**config.mk**
```make
export PLATFORM = sky130hd
export DESIGN_NAME = running_sample_statistics_top_flat
export DESIGN_NICKNAME = d
export VERILOG_FILES = /design/src/rtl/core/rss_pkg.sv /design/src/rtl/core/rss_in_if.sv /design/src/rtl/core/rss_out_if.sv /design/src/rtl/core/rss_acc.sv /design/src/rtl/core/rss_calc.sv /design/src/rtl/core/rss_ctrl.sv /design/src/rtl/core/running_sample_statistics_top.sv /design/src/flat_wrapper.sv
export SDC_FILE = /design/constraint.sdc
export NUM_CORES = 2
export LEC_CHECK = 0
export CAP_MARGIN = 10
export CORE_AREA = 2 2 389 391
export DETAILED_ROUTE_END_ITERATION = 16
export DIE_AREA = 0 0 391 393
export DONT_BUFFER_PORTS = 1
export GPL_TIMING_DRIVEN = 0
export HOLD_SLACK_MARGIN = 0.15
export PLACE_DENSITY = 0.81
export SETUP_SLACK_MARGIN = 0.15
export SLEW_MARGIN = 20
export SYNTH_ARGS = -nofsm -noshare
export SYNTH_HDL_FRONTEND = slang
export SYNTH_SLANG_ARGS = --single-unit
export TNS_END_PERCENT = 20
```
**constraint.sdc**
```tcl
create_clock -name clk_i -period 19.6 [get_ports clk_i]
set_input_delay 0 -clock clk_i [delete_from_list [all_inputs] [get_ports clk_i]]
set_output_delay 0 -clock clk_i [all_outputs]
set_load 0.01 [all_outputs]
```
**src/rtl/core/rss_pkg.sv**
```systemverilog
// ----------------------------------------------------------------------------
// rss_pkg
// Shared types, codes and constants for the running sample statistics block.
// ----------------------------------------------------------------------------
package rss_pkg;

  // Parameter defaults
  localparam int unsigned DefSampleBits   = 16;
  localparam int unsigned DefCountBits    = 32;
  localparam int unsigned DefFractionBits = 8;

  // Fixed field and accumulator widths
  localparam int unsigned CmdW    = 2;
  localparam int unsigned SampleW = 16;
  localparam int unsigned CountW  = 32;
  localparam int unsigned SumW    = 48;
  localparam int unsigned SqSumW  = 64;
  localparam int unsigned JitW    = 48;
  localparam int unsigned MeanW   = 24;
  localparam int unsigned VarW    = 40;
  localparam int unsigned DevW    = 24;

  // Iteration counts of the shared arithmetic units
  localparam int unsigned MulSteps  = 64;
  localparam int unsigned DivSteps  = 128;
  localparam int unsigned SqrtSteps = 32;
  localparam int unsigned StepW     = 8;

  typedef enum logic [CmdW-1:0] {
    CMD_ADD    = 2'd0,
    CMD_CLEAR  = 2'd1,
    CMD_REPORT = 2'd2
  } cmd_e;

  typedef enum logic [1:0] {
    ACC_NONE  = 2'd0,
    ACC_ADD   = 2'd1,
    ACC_CLEAR = 2'd2
  } acc_op_e;

  typedef enum logic [2:0] {
    CO_NONE  = 3'd0,
    CO_CLR   = 3'd1,
    CO_LOAD  = 3'd2,
    CO_STEP  = 3'd3,
    CO_STORE = 3'd4,
    CO_SUB   = 3'd5,
    CO_OUT   = 3'd6
  } calc_op_e;

  typedef enum logic [2:0] {
    PH_DIVM = 3'd0,
    PH_MULA = 3'd1,
    PH_MULB = 3'd2,
    PH_MULN = 3'd3,
    PH_DIVV = 3'd4,
    PH_DIVD = 3'd5,
    PH_SQRT = 3'd6
  } phase_e;

  typedef struct packed {
    logic [CmdW-1:0]    command;
    logic [SampleW-1:0] sample;
  } rss_in_t;

  typedef struct packed {
    logic [CountW-1:0]  sample_count;
    logic [SampleW-1:0] minimum;
    logic [SampleW-1:0] maximum;
    logic [SumW-1:0]    total;
    logic [JitW-1:0]    jitter_sum;
    logic [SampleW-1:0] previous_sample;
    logic [MeanW-1:0]   mean_q8;
    logic [VarW-1:0]    variance_q8;
    logic [DevW-1:0]    deviation_q8;
    logic               overflowed;
  } rss_out_t;

  typedef struct packed {
    logic [CountW-1:0]  count;
    logic [SampleW-1:0] minimum;
    logic [SampleW-1:0] maximum;
    logic [SampleW-1:0] last;
    logic [SumW-1:0]    total;
    logic [SqSumW-1:0]  sq_sum;
    logic [JitW-1:0]    jitter;
    logic               overflow;
  } rss_stats_t;

  typedef struct packed {
    acc_op_e  acc_op;
    calc_op_e op;
    phase_e   ph;
  } rss_cmd_t;

  typedef struct packed {
    logic count_zero;
    logic neg;
  } rss_sts_t;

  // Clamp to the largest value of a w-bit field
  function automatic logic [63:0] sat_u(logic [63:0] v, int unsigned w);
    logic [63:0] mx;
    mx = (64'd1 << w) - 64'd1;
    return (v > mx) ? mx : v;
  endfunction

endpackage

```
**src/rtl/core/rss_in_if.sv**
```systemverilog
// ----------------------------------------------------------------------------
// rss_in_if
// Request channel: command and sample with valid/ready.
// ----------------------------------------------------------------------------
interface rss_in_if
  import rss_pkg::*;
();
  logic    valid;
  logic    ready;
  rss_in_t data;

  modport source (output valid, output data, input ready);
  modport sink   (input valid, input data, output ready);
endinterface

```
**src/rtl/core/rss_out_if.sv**
```systemverilog
// ----------------------------------------------------------------------------
// rss_out_if
// Report channel: statistics result with valid/ready.
// ----------------------------------------------------------------------------
interface rss_out_if
  import rss_pkg::*;
();
  logic     valid;
  logic     ready;
  rss_out_t data;

  modport source (output valid, output data, input ready);
  modport sink   (input valid, input data, output ready);
endinterface

```
**src/rtl/core/rss_acc.sv**
```systemverilog
// ----------------------------------------------------------------------------
// rss_acc
// Running accumulators: count, sum, sum of squares, extremes, jitter.
// ----------------------------------------------------------------------------
module rss_acc
  import rss_pkg::*;
#(
  parameter int unsigned SAMPLE_BITS = DefSampleBits,
  parameter int unsigned COUNT_BITS  = DefCountBits
) (
  input  logic               clk_i,
  input  logic               rst_ni,
  input  acc_op_e            acc_op_i,
  input  logic [SampleW-1:0] sample_i,
  output rss_stats_t         stats_o
);

  localparam logic [SampleW-1:0] SampleMask = SampleW'((32'd1 << SAMPLE_BITS) - 32'd1);

  logic [COUNT_BITS-1:0] count_q, count_d;
  logic [SumW-1:0]       sum_q, sum_d;
  logic [SqSumW-1:0]     sq_q, sq_d;
  logic [SampleW-1:0]    min_q, min_d, max_q, max_d, last_q, last_d;
  logic [JitW-1:0]       jit_q, jit_d;
  logic                  ovf_q, ovf_d;

  logic [SampleW-1:0]    x;
  logic [SampleW-1:0]    absd;
  logic [2*SampleW-1:0]  x_sq;

  assign x    = sample_i & SampleMask;
  assign absd = (last_q > x) ? (last_q - x) : (x - last_q);
  assign x_sq = x * x;

  always_comb begin
    count_d = count_q;
    sum_d   = sum_q;
    sq_d    = sq_q;
    min_d   = min_q;
    max_d   = max_q;
    last_d  = last_q;
    jit_d   = jit_q;
    ovf_d   = ovf_q;
    unique case (acc_op_i)
      ACC_CLEAR: begin
        count_d = '0;
        sum_d   = '0;
        sq_d    = '0;
        min_d   = '0;
        max_d   = '0;
        last_d  = '0;
        jit_d   = '0;
        ovf_d   = 1'b0;
      end
      ACC_ADD: begin
        if (&count_q) begin
          ovf_d = 1'b1;
        end else begin
          if (count_q == '0) begin
            min_d = x;
            max_d = x;
          end else begin
            jit_d = jit_q + JitW'(absd);
            if (x < min_q) min_d = x;
            if (x > max_q) max_d = x;
          end
          last_d  = x;
          sum_d   = sum_q + SumW'(x);
          sq_d    = sq_q + SqSumW'(x_sq);
          count_d = count_q + 1'b1;
        end
      end
      default: ;
    endcase
  end

  always_ff @(posedge clk_i or negedge rst_ni) begin
    if (!rst_ni) begin
      count_q <= '0;
      sum_q   <= '0;
      sq_q    <= '0;
      min_q   <= '0;
      max_q   <= '0;
      last_q  <= '0;
      jit_q   <= '0;
      ovf_q   <= 1'b0;
    end else begin
      count_q <= count_d;
      sum_q   <= sum_d;
      sq_q    <= sq_d;
      min_q   <= min_d;
      max_q   <= max_d;
      last_q  <= last_d;
      jit_q   <= jit_d;
      ovf_q   <= ovf_d;
    end
  end

  assign stats_o.count    = CountW'(count_q);
  assign stats_o.minimum  = min_q;
  assign stats_o.maximum  = max_q;
  assign stats_o.last     = last_q;
  assign stats_o.total    = sum_q;
  assign stats_o.sq_sum   = sq_q;
  assign stats_o.jitter   = jit_q;
  assign stats_o.overflow = ovf_q;

endmodule

```
**src/rtl/core/rss_calc.sv**
```systemverilog
// ----------------------------------------------------------------------------
// rss_calc
// Report datapath: shift-add multiplier, restoring divider and bit-pair
// square root, plus the result register.
// ----------------------------------------------------------------------------
module rss_calc
  import rss_pkg::*;
#(
  parameter int unsigned FRACTION_BITS = DefFractionBits
) (
  input  logic       clk_i,
  input  rss_cmd_t   cmd_i,
  input  rss_stats_t stats_i,
  output rss_sts_t   sts_o,
  output rss_out_t   out_o
);

  localparam logic [63:0] SqrtTop = {2'b01, 62'd0};

  // multiplier
  logic [127:0] mul_acc_q;
  logic [63:0]  mul_cand_q, mul_plier_q;
  // divider
  logic [127:0] div_num_q;
  logic [63:0]  div_rem_q, div_den_q, div_quo_q;
  // square root
  logic [63:0]  sq_x_q, sq_res_q, sq_bit_q;
  // intermediates and results
  logic [95:0]  a_q, b_q, diff_q;
  logic [63:0]  nn_q;
  logic         neg_q;
  logic [MeanW-1:0] mean_q;
  logic [VarW-1:0]  var_q;
  logic [DevW-1:0]  dev_q;
  rss_out_t     out_q;

  logic [63:0]  n64, sum64, sum_sh;
  logic [127:0] diff_w;
  logic [64:0]  rem_sh;
  logic         rem_ge;
  logic [63:0]  sq_try;
  logic [96:0]  sub_w;

  assign n64    = 64'(stats_i.count);
  assign sum64  = 64'(stats_i.total);
  assign sum_sh = sum64 << FRACTION_BITS;
  assign diff_w = {32'd0, diff_q};
  assign rem_sh = {div_rem_q, div_num_q[127]};
  assign rem_ge = rem_sh >= {1'b0, div_den_q};
  assign sq_try = sq_res_q + sq_bit_q;
  assign sub_w  = {1'b0, a_q} - {1'b0, b_q};

  always_ff @(posedge clk_i) begin
    unique case (cmd_i.op)
      CO_CLR: begin
        mean_q <= '0;
        var_q  <= '0;
        dev_q  <= '0;
        neg_q  <= 1'b0;
      end
      CO_LOAD: begin
        mul_acc_q <= '0;
        div_rem_q <= '0;
        div_quo_q <= '0;
        unique case (cmd_i.ph)
          PH_DIVM: begin
            div_num_q <= {64'd0, sum_sh};
            div_den_q <= n64;
          end
          PH_MULA: begin
            mul_cand_q  <= stats_i.sq_sum;
            mul_plier_q <= n64;
          end
          PH_MULB: begin
            mul_cand_q  <= sum64;
            mul_plier_q <= sum64;
          end
          PH_MULN: begin
            mul_cand_q  <= n64;
            mul_plier_q <= n64;
          end
          PH_DIVV: begin
            div_num_q <= diff_w << FRACTION_BITS;
            div_den_q <= nn_q;
          end
          PH_DIVD: begin
            div_num_q <= diff_w << (2 * FRACTION_BITS);
            div_den_q <= nn_q;
          end
          PH_SQRT: begin
            sq_x_q   <= div_quo_q;
            sq_res_q <= '0;
            sq_bit_q <= SqrtTop;
          end
          default: ;
        endcase
      end
      CO_STEP: begin
        unique case (cmd_i.ph)
          PH_MULA, PH_MULB, PH_MULN: begin
            mul_acc_q   <= {mul_acc_q[126:0], 1'b0}
                           + (mul_plier_q[63] ? {64'd0, mul_cand_q} : 128'd0);
            mul_plier_q <= {mul_plier_q[62:0], 1'b0};
          end
          PH_DIVM, PH_DIVV, PH_DIVD: begin
            div_num_q <= {div_num_q[126:0], 1'b0};
            div_rem_q <= rem_ge ? 64'(rem_sh - {1'b0, div_den_q}) : rem_sh[63:0];
            div_quo_q <= {div_quo_q[62:0], rem_ge};
          end
          PH_SQRT: begin
            if (sq_x_q >= sq_try) begin
              sq_x_q   <= sq_x_q - sq_try;
              sq_res_q <= (sq_res_q >> 1) + sq_bit_q;
            end else begin
              sq_res_q <= sq_res_q >> 1;
            end
            sq_bit_q <= sq_bit_q >> 2;
          end
          default: ;
        endcase
      end
      CO_STORE: begin
        unique case (cmd_i.ph)
          PH_DIVM: mean_q <= MeanW'(sat_u(div_quo_q, MeanW));
          PH_MULA: a_q    <= mul_acc_q[95:0];
          PH_MULB: b_q    <= mul_acc_q[95:0];
          PH_MULN: nn_q   <= mul_acc_q[63:0];
          PH_DIVV: var_q  <= VarW'(sat_u(div_quo_q, VarW));
          PH_SQRT: dev_q  <= DevW'(sat_u(sq_res_q, DevW));
          default: ;
        endcase
      end
      CO_SUB: begin
        diff_q <= sub_w[95:0];
        neg_q  <= sub_w[96];
      end
      CO_OUT: begin
        out_q.sample_count    <= stats_i.count;
        out_q.minimum         <= stats_i.minimum;
        out_q.maximum         <= stats_i.maximum;
        out_q.total           <= stats_i.total;
        out_q.jitter_sum      <= stats_i.jitter;
        out_q.previous_sample <= stats_i.last;
        out_q.mean_q8         <= mean_q;
        out_q.variance_q8     <= var_q;
        out_q.deviation_q8    <= dev_q;
        out_q.overflowed      <= stats_i.overflow;
      end
      default: ;
    endcase
  end

  assign sts_o.count_zero = (stats_i.count == '0);
  assign sts_o.neg        = neg_q;
  assign out_o            = out_q;

endmodule

```
**src/rtl/core/rss_ctrl.sv**
```systemverilog
// ----------------------------------------------------------------------------
// rss_ctrl
// Sequencer: accepts requests, steps the report datapath phase by phase and
// owns the result valid flag.
// ----------------------------------------------------------------------------
module rss_ctrl
  import rss_pkg::*;
(
  input  logic            clk_i,
  input  logic            rst_ni,
  input  logic            in_valid_i,
  input  logic [CmdW-1:0] in_cmd_i,
  output logic            in_ready_o,
  output logic            out_valid_o,
  input  logic            out_ready_i,
  input  rss_sts_t        sts_i,
  output rss_cmd_t        cmd_o
);

  typedef enum logic [10:0] {
    S_IDLE  = 11'b000_0000_0001,
    S_START = 11'b000_0000_0010,
    S_DIVM  = 11'b000_0000_0100,
    S_MULA  = 11'b000_0000_1000,
    S_MULB  = 11'b000_0001_0000,
    S_MULN  = 11'b000_0010_0000,
    S_SUB   = 11'b000_0100_0000,
    S_DIVV  = 11'b000_1000_0000,
    S_DIVD  = 11'b001_0000_0000,
    S_SQRT  = 11'b010_0000_0000,
    S_OUT   = 11'b100_0000_0000
  } state_e;

  state_e           state_q, state_d;
  logic [StepW-1:0] cnt_q, cnt_d;
  logic             out_valid_q, out_valid_d;

  logic             is_phase;
  phase_e           ph;
  logic [StepW-1:0] steps;
  state_e           nxt;

  always_comb begin
    is_phase = 1'b1;
    ph       = PH_DIVM;
    steps    = StepW'(DivSteps);
    nxt      = S_IDLE;
    unique case (state_q)
      S_DIVM: begin ph = PH_DIVM; steps = StepW'(DivSteps);  nxt = S_MULA; end
      S_MULA: begin ph = PH_MULA; steps = StepW'(MulSteps);  nxt = S_MULB; end
      S_MULB: begin ph = PH_MULB; steps = StepW'(MulSteps);  nxt = S_MULN; end
      S_MULN: begin ph = PH_MULN; steps = StepW'(MulSteps);  nxt = S_SUB;  end
      S_DIVV: begin ph = PH_DIVV; steps = StepW'(DivSteps);  nxt = S_DIVD; end
      S_DIVD: begin ph = PH_DIVD; steps = StepW'(DivSteps);  nxt = S_SQRT; end
      S_SQRT: begin ph = PH_SQRT; steps = StepW'(SqrtSteps); nxt = S_OUT;  end
      default: is_phase = 1'b0;
    endcase
  end

  always_comb begin
    state_d      = state_q;
    cnt_d        = cnt_q;
    out_valid_d  = out_valid_q & ~out_ready_i;
    cmd_o.acc_op = ACC_NONE;
    cmd_o.op     = CO_NONE;
    cmd_o.ph     = ph;
    in_ready_o   = (state_q == S_IDLE);

    if (is_phase) begin
      // count 0 loads, 1..steps iterate, then the result is stored
      if (cnt_q == '0) begin
        if (state_q == S_DIVV && sts_i.neg) begin
          state_d = S_OUT;
        end else begin
          cmd_o.op = CO_LOAD;
          cnt_d    = cnt_q + 1'b1;
        end
      end else if (cnt_q <= steps) begin
        cmd_o.op = CO_STEP;
        cnt_d    = cnt_q + 1'b1;
      end else begin
        cmd_o.op = CO_STORE;
        cnt_d    = '0;
        state_d  = nxt;
      end
    end else begin
      unique case (state_q)
        S_IDLE: begin
          if (in_valid_i) begin
            unique case (in_cmd_i)
              CMD_ADD:    cmd_o.acc_op = ACC_ADD;
              CMD_CLEAR:  cmd_o.acc_op = ACC_CLEAR;
              CMD_REPORT: state_d      = S_START;
              default: ;
            endcase
          end
        end
        S_START: begin
          cmd_o.op = CO_CLR;
          cnt_d    = '0;
          state_d  = sts_i.count_zero ? S_OUT : S_DIVM;
        end
        S_SUB: begin
          cmd_o.op = CO_SUB;
          cnt_d    = '0;
          state_d  = S_DIVV;
        end
        S_OUT: begin
          if (!out_valid_q || out_ready_i) begin
            cmd_o.op    = CO_OUT;
            out_valid_d = 1'b1;
            state_d     = S_IDLE;
          end
        end
        default: state_d = S_IDLE;
      endcase
    end
  end

  always_ff @(posedge clk_i or negedge rst_ni) begin
    if (!rst_ni) begin
      state_q     <= S_IDLE;
      cnt_q       <= '0;
      out_valid_q <= 1'b0;
    end else begin
      state_q     <= state_d;
      cnt_q       <= cnt_d;
      out_valid_q <= out_valid_d;
    end
  end

  assign out_valid_o = out_valid_q;

endmodule

```
**src/rtl/core/running_sample_statistics_top.sv**
```systemverilog
// ----------------------------------------------------------------------------
// running_sample_statistics_top
// Running count, sum, sum of squares, min/max and jitter over a sample
// stream, with mean, variance and standard deviation on report.
//
//   channel  dir  payload                                     handshake
//   in_i     in   command, sample                             valid/ready
//   out_o    out  totals, mean_q8, variance_q8, deviation_q8  valid/ready
//
// Add and clear may arrive back to back.
// A report runs the sequencer through one divide for the mean, three
// 64-step shift-add multiplies, two 128-step divides and a 32-step square
// root; with empty statistics it goes straight to the result.
// Requests are taken again once the result sits in the output register;
// a further report waits there while the previous result is not taken.
// Reset clears all statistics at once.
// ----------------------------------------------------------------------------
module running_sample_statistics_top
  import rss_pkg::*;
#(
  parameter int unsigned SAMPLE_BITS   = DefSampleBits,
  parameter int unsigned COUNT_BITS    = DefCountBits,
  parameter int unsigned FRACTION_BITS = DefFractionBits
) (
  input  logic          clk_i,
  input  logic          rst_ni,
  rss_in_if.sink        in_i,
  rss_out_if.source     out_o
);

  rss_cmd_t   cmd;
  rss_sts_t   sts;
  rss_stats_t acc_stats;

  rss_ctrl u_ctrl (
    .clk_i       (clk_i),
    .rst_ni      (rst_ni),
    .in_valid_i  (in_i.valid),
    .in_cmd_i    (in_i.data.command),
    .in_ready_o  (in_i.ready),
    .out_valid_o (out_o.valid),
    .out_ready_i (out_o.ready),
    .sts_i       (sts),
    .cmd_o       (cmd)
  );

  rss_acc #(
    .SAMPLE_BITS (SAMPLE_BITS),
    .COUNT_BITS  (COUNT_BITS)
  ) u_acc (
    .clk_i    (clk_i),
    .rst_ni   (rst_ni),
    .acc_op_i (cmd.acc_op),
    .sample_i (in_i.data.sample),
    .stats_o  (acc_stats)
  );

  rss_calc #(
    .FRACTION_BITS (FRACTION_BITS)
  ) u_calc (
    .clk_i   (clk_i),
    .cmd_i   (cmd),
    .stats_i (acc_stats),
    .sts_o   (sts),
    .out_o   (out_o.data)
  );

`ifndef SYNTH
  a_report_busy: assert property (@(posedge clk_i) disable iff (!rst_ni)
    (in_i.valid && in_i.ready && in_i.data.command == CMD_REPORT) |=> !in_i.ready)
    else $error("report request did not make the block busy");

  a_stats_hold: assert property (@(posedge clk_i) disable iff (!rst_ni)
    !in_i.ready |=> $stable(acc_stats.count) && $stable(acc_stats.total))
    else $error("statistics changed during a report");

  a_min_le_max: assert property (@(posedge clk_i) disable iff (!rst_ni)
    out_o.valid |-> (out_o.data.minimum <= out_o.data.maximum))
    else $error("reported minimum above maximum");
`endif

endmodule

```
**src/flat_wrapper.sv**
```systemverilog
// flat-port wrapper written by rule: the top's interface ports become plain ports
module running_sample_statistics_top_flat import rss_pkg::*;
#(
  parameter int unsigned SAMPLE_BITS   = DefSampleBits,
  parameter int unsigned COUNT_BITS    = DefCountBits,
  parameter int unsigned FRACTION_BITS = DefFractionBits
)
  (clk_i, rst_ni, in_i_valid, in_i_data, in_i_ready, out_o_valid, out_o_data, out_o_ready);
  rss_in_if in_i_i ();
  rss_out_if out_o_i ();
  input  logic clk_i;
  input  logic rst_ni;
  input wire logic [$bits(in_i_i.valid)-1:0] in_i_valid;
  input wire logic [$bits(in_i_i.data)-1:0] in_i_data;
  output wire logic [$bits(in_i_i.ready)-1:0] in_i_ready;
  output wire logic [$bits(out_o_i.valid)-1:0] out_o_valid;
  output wire logic [$bits(out_o_i.data)-1:0] out_o_data;
  input wire logic [$bits(out_o_i.ready)-1:0] out_o_ready;
  assign in_i_i.valid = in_i_valid;
  assign in_i_i.data = in_i_data;
  assign in_i_ready = in_i_i.ready;
  assign out_o_valid = out_o_i.valid;
  assign out_o_data = out_o_i.data;
  assign out_o_i.ready = out_o_ready;
  running_sample_statistics_top #(.SAMPLE_BITS(SAMPLE_BITS), .COUNT_BITS(COUNT_BITS), .FRACTION_BITS(FRACTION_BITS)) u_core (.clk_i(clk_i), .rst_ni(rst_ni), .in_i(in_i_i), .out_o(out_o_i));
endmodule
```
**Word-level counts from Yosys, hierarchy flattened**

Cells that the tools add are included.

- Register bits after elaboration: 1703
- Input port bits: 22

- Multipliers: 1
- Eq/ne operators: 48
- Add/subtract/negate cells: 13
- $lt $le $gt $ge: 9
- Bitwise logic cells: 2
- Muxes and demuxes: 90
- Reduce and logical (&&, ||, !) cells: 43

Operators by type and width:

| kind | number |
|---|---|
| case mux 64 bit (2 select lines) | 9 |
| two-way mux 64 bit | 14 |
| case mux 128 bit (3 select lines) | 1 |
| case mux 128 bit (2 select lines) | 1 |
| case mux 48 bit (2 select lines) | 2 |
| case mux 64 bit (3 select lines) | 1 |
| case mux 96 bit (2 select lines) | 1 |
| two-way mux 48 bit | 3 |
| greater-than comparator 64 x 24 -> 1 bit, second input constant | 2 |
| two-way mux 128 bit | 1 |
| two-way mux 16 bit | 8 |
| subtractor 64 bit | 2 |
| subtractor 96 x 96 -> 97 bit | 1 |
| adder 48 x 16 -> 48 bit | 2 |
| adder 96 x 64 -> 96 bit | 1 |
| two-way mux 24 bit | 4 |
| two-way mux 96 bit | 1 |
| case mux 16 bit (2 select lines) | 3 |
| case mux 24 bit (2 select lines) | 2 |
| two-way mux 11 bit | 8 |
| two-way mux 40 bit | 2 |
| case mux 40 bit (2 select lines) | 1 |
| case mux 11 bit (7 select lines) | 1 |
| >= comparator 65 x 64 -> 1 bit | 1 |
| 65 further kinds | 134 |

**Longest topological paths before layout**

- Depth in word-level cells: 10
- Gate-level depth with buffers: 31

**Cells and area by module**

Synthesis repeated with hierarchy kept, for this count alone.

- Cells, all modules: 9467
- Area total of the unflattened synthesis: 99339.0 sq um

By module, submodules not included:

| module | cells each | times used | area each (sq um) |
|---|---|---|---|
| rss_calc | 6665 | 1 | 74709.2 |
| rss_acc | 2624 | 1 | 23049.6 |
| rss_ctrl | 178 | 1 | 1580.3 |

**Least setup slack after synthesis**

No wires, ideal clock.

- Path type: register to register
- Start point: register u_core.u_ctrl.state_q[5]
- End point: register u_core.u_calc.out_q (netlist bit u_core.u_calc.out_o[0]), enable pin
- Buffers on the path: 1
- Setup time: 922 ps
- Period minus slack after synthesis: 13872 ps
- Slack: 5728 ps
- Cell stages (with the launch flop): 7
- Arrival time: 12950 ps
- Cells stage by stage: dfrtp_1 clkbuf_1 nor3_1 nand2_1 nor3_1 nand4b_1 nor2b_1

- Word-level cells in the longest chain between the ends: 8

Ends and longest elaborated chain:

| element | line | source |
|---|---|---|
| start, declared | rss_ctrl.sv:34 | `state_e state_q, state_d;` |
| start signal, assigned | rss_ctrl.sv:126 | `state_q <= state_d;` |
| == test 11 x 6 -> 1 bit, or another cell as far along | rss_ctrl.sv:48 | `unique case (state_q)` |
| OR reduction 3 bit (no line) | -- |  |
| case mux 8 bit (2 select lines) | rss_ctrl.sv:48 |  |
| less-or-equal comparator 8 bit | rss_ctrl.sv:78 | `end else if (cnt_q <= steps) begin` |
| two-way mux 3 bit | rss_ctrl.sv:78 |  |
| two-way mux 3 bit | rss_ctrl.sv:71 | `if (cnt_q == '0) begin` |
| two-way mux 3 bit (*) | rss_ctrl.sv:69 | `if (is_phase) begin` |
| == test 3 bit (*) | rss_calc.sv:54 | `unique case (cmd_i.op)` |
| end, declared | rss_calc.sv:35 | `rss_out_t out_q;` |

Every way passes the cells marked *; elsewhere a longest branch is shown, timed or not.
A chain may end at the register's enable or synchronous reset.

**Final worst setup path**

- Start point: input port in_i_data[12]
- End point: register u_core.u_acc.sq_q[43]

- Word-level cells in the longest chain between the ends: 4

Ends and longest elaborated chain:

| element | line | source |
|---|---|---|
| start, declared | flat_wrapper.sv:14 | `input wire logic [$bits(in_i_i.data)-1:0] in_i_data;` |
| multiplier 16 x 16 -> 32 bit | rss_acc.sv:33 | `assign x_sq = x * x;` |
| adder 64 x 32 -> 64 bit | rss_acc.sv:69 | `sq_d = sq_q + SqSumW'(x_sq);` |
| two-way mux 64 bit | rss_acc.sv:56 | `if (&count_q) begin` |
| case mux 64 bit (2 select lines) | rss_acc.sv:44 | `unique case (acc_op_i)` |
| end signal, assigned | rss_acc.sv:90 | `sq_q <= sq_d;` |
| end, declared | rss_acc.sv:22 | `logic [SqSumW-1:0] sq_q, sq_d;` |

Every way passes these cells. The select of a mux whose other input is x is not followed.

==> results.json <==
{
  "status": "completed",
  "fin_setup_tns_ps": 0,
  "internal-power_mw": 7.357,
  "leakage_nw": 43.19,
  "crit_path_max_fanout": 11,
  "yosys_warnings": 0,
  "clkTransAtPathRegs_ps": 60,
  "nets": 10200,
  "swShare_pct": 33.45,
  "hold_violations": 0,
  "drtIter0Drc": 9852,
  "min_from": "in_i_data[0]",
  "r2r-start": "u_core.u_ctrl.state_q[1]",
  "clock_path_buffers": 3,
  "areaGrowthSynthToFinish_pct": 10.45,
  "yosysMostFrequentCell": "edfxtp_1",
  "fin_crit_sh_pct": 44.90,
  "fin_util_pct": 71.41,
  "pwr-share-clk_pct": 31.0,
  "pwr-share-seq_pct": 39.3,
  "via_per_inst": 6.412,
  "ys_seq_elements": 1663,
  "worst_skew_pair.late_latency_ps": 830,
  "p_per_area_nw_per_um2": 103.7,
  "dieArea_um2": 153700,
  "chipHeight_um": 393,
  "synth_top_cell_area_share_pct": 43.63,
  "wl_per_cell_um": 24.49,
  "p_total_mw": 11.05,
  "synthFlopType": "edfxtp_1",
  "cts_inserted_buffers": 170,
  "slew_viol_final": 0,
  "hp-class": "primary input to flip-flop",
  "critPathLaunch": "in_i_data[12]",
  "vias": 73830,
  "grt_pass1_vias": 69790,
  "ys_top_cells_by_count": "edfxtp_1 (1,402), nor2_1 (977), nand2_1 (841)",
  "syn-cell-area_um2": 96490,
  "antenna_found_initial": 22,
  "htree_levels": 4,
  "portBuffers": 0,
  "maxSlewHeadroom_pct": 12.85,
  "yosys.cell_types.count": 87,
  "grt_first_pass_wirelength_um": 419800,
  "synth_edf_count": 1402,
  "cts_sinks": 1663,
  "p_switching_mw": 3.697,
  "io_pins": 289,
  "vdd_drop_max_mv": 0.2220,
  "worst-setup-path-type": "primary input to flip-flop",
  "detail-route-antenna-nets": 0,
  "drc": 0,
  "grt_max_degree": 171,
  "wirelength_um": 282000,
  "start_util_pct": 64.66,
  "drive_above_1_share_pct": 4.805,
  "fin_ws_ps": 10800,
  "cts_root_buf": "clkbuf_16",
  "cts-resized-gates": 0,
  "async_flop_share_pct": 15.69,
  "dp_slack_ps": 10890,
  "setup_violations": 0,
  "start_kind": "primary input",
  "track_usage_pct": 36.35,
  "required_ps": 20300,
  "cts_tree": "yes",
  "ys_seq_area_share_pct": 50.40,
  "dp_hpwl_um": 213500,
  "pwr-share-comb_pct": 29.7,
  "avgSynthCellArea_um2": 10.56,
  "syn_inst": 9141,
  "worst_slew_pin_slew_ps": 1307,
  "fin_crit_ps": 8801,
  "overflow": 0,
  "core_area_um2": 149200,
  "synth.largest_area_cell": "edfxtp_1",
  "hold_ws_ps": 199.1,
  "rsz0062_at_grt": "no",
  "cap_violations": 0,
  "placementRows": 142,
  "crit_arrival_ps": 9500,
  "dieWidth_um": 391,
  "cp-end-kind": "flip-flop",
  "ys_top_cells_by_area": "edfxtp_1 (44%), ha_1 (7.3%), dfrtp_1 (6.7%), fa_1 (4.2%), nor2_1 (3.8%)",
  "syn-num-nets": 9931,
  "dr.pass1.iters": 8,
  "fillers": 10630,
  "routabilityCongestion": 0.9788,
  "fin_skew_ps": 47.30,
  "max_freq_ghz": 0.1136
}
[stage by stage]
stage / instance area, um2 / instances
3_3_place_gp: 98930 / 11090
3_5_place_dp: 100200 / 11150
6_report: 106600 / 11510
2_1_floorplan: 96490 / 9141
4_1_cts: 106500 / 11500
5_1_grt: 106500 / 11500
[repair_timing]
item / CTS / global route
hold buffers: 35 / 0
endpoints found under the hold margin: 366 / 0
endpoints found under the setup margin: 0 / 0
setup buffers: 0 / 0
[path summary, 6_finish.rpt]
| path | end | slack, ps | cells past startpoint |
|---|---|---|---|
| worst min register to register | u_core.u_calc.out_o[74] | 420 | 0 |
| worst max register to register | u_core.u_calc.sq_x_q[5] | 11360 | 18 |
| max in group asynchronous | u_core.u_acc.jit_q[40] | 18380 | 4 |
| worst max-delay path | u_core.u_acc.sq_q[43] | 10800 | 27 |
| worst min-delay path | u_core.u_acc.sq_q[0] | 200 | 3 |
| min in group asynchronous | u_core.u_acc.sq_q[32] | 270 | 3 |
[critical path: stages]
cell and delay [ps]:
dlygate4sd3_1 810, clkbuf_1 770, inv_2 450, nor2_1 350, ha_1 310, xor2_1 230
fa_1 470, fa_1 520, inv_1 50, fa_1 480, fa_1 550, inv_1 60
fa_1 550, inv_1 50, ha_1 370, nand3_1 120, nor2_1 160, and4_1 250
o311ai_1 260, a41oi_1 390, or4b_2 190, o211ai_1 150, o31ai_1 950, o21bai_1 430
nor3_1 340, xnor2_1 170, nor2_1 60
[sequential cells by signal, indices dropped and copies added (netlist names), 96 cells and up]
name and flops:
u_core.u_calc.b_q 96, u_core.u_calc.a_q 96, u_core.u_calc.out_o 265, u_core.u_calc.mul_acc_q 96
u_core.u_calc.diff_q 96, u_core.u_calc.div_num_q 120
[routing by layer]
layer	GRT usage, %	wire length, um
met5	0	60
met4	17.11	14860
met3	8.174	33550
met2	53.00	120400
met1	51.93	113100
[power groups by stage]
stage	Clock (mW)	Sequential, mW	Combinational (mW)
floorplan	0	4.33	2.39
global placement	0	4.46	3.03
detailed placement	0	4.40	3.16
CTS	3.45	4.33	3.23
global route	3.59	4.35	3.66
finish	3.43	4.34	3.28
[cells by family after synthesis]
family | count (synthesis) | synth area share [%]
buffers and inverters | 1119 | 4.372
muxes | 93 | 0.9738
and+or+nand+nor | 2883 | 13.82
DFF | 1663 | 50.40
AOI/OAI and AO/OA | 2037 | 13.66
xor gates and xnor gates | 578 | 5.246
adders and majority gates | 768 | 11.53
[layout make-up]
| type | instances | area [um2] | share of cell area (%) |
|---|---|---|---|
| multi-input cells | 6359 | 43780 | 41.08 |
| flip-flops and latches | 1663 | 48630 | 45.63 |
| plain buffers | 409 | 1568 | 1.471 |
| clock buffers | 209 | 4523 | 4.244 |
| inverters | 710 | 2673 | 2.508 |
| repair buffers | 98 | 1533 | 1.438 |
| diodes | 17 | 42.54 | 0.03991 |
| clock inverters | 105 | 1395 | 1.309 |
| well taps | 1944 | 2432 | 2.282 |
[placed cells by master, fill, tap and decap left out, types with 136 or more instances in the layout]
cell type / netlist / routed
nand2_1: 841 / 838
o21ai_0: 441 / 441
nor2_1: 977 / 970
clkbuf_16: 0 / 172
inv_1: 705 / 703
xnor2_1: 305 / 305
ha_1: 566 / 566
dfrtp_1: 260 / 260
xor2_1: 273 / 273
and2_1: 271 / 270
fa_1: 202 / 202
edfxtp_1: 1402 / 1402
clkbuf_1: 378 / 397
nand4_1: 136 / 136
a21oi_1: 516 / 512
a21o_1: 283 / 283
nand3_1: 160 / 160
(Power assumes the default switching activity.)
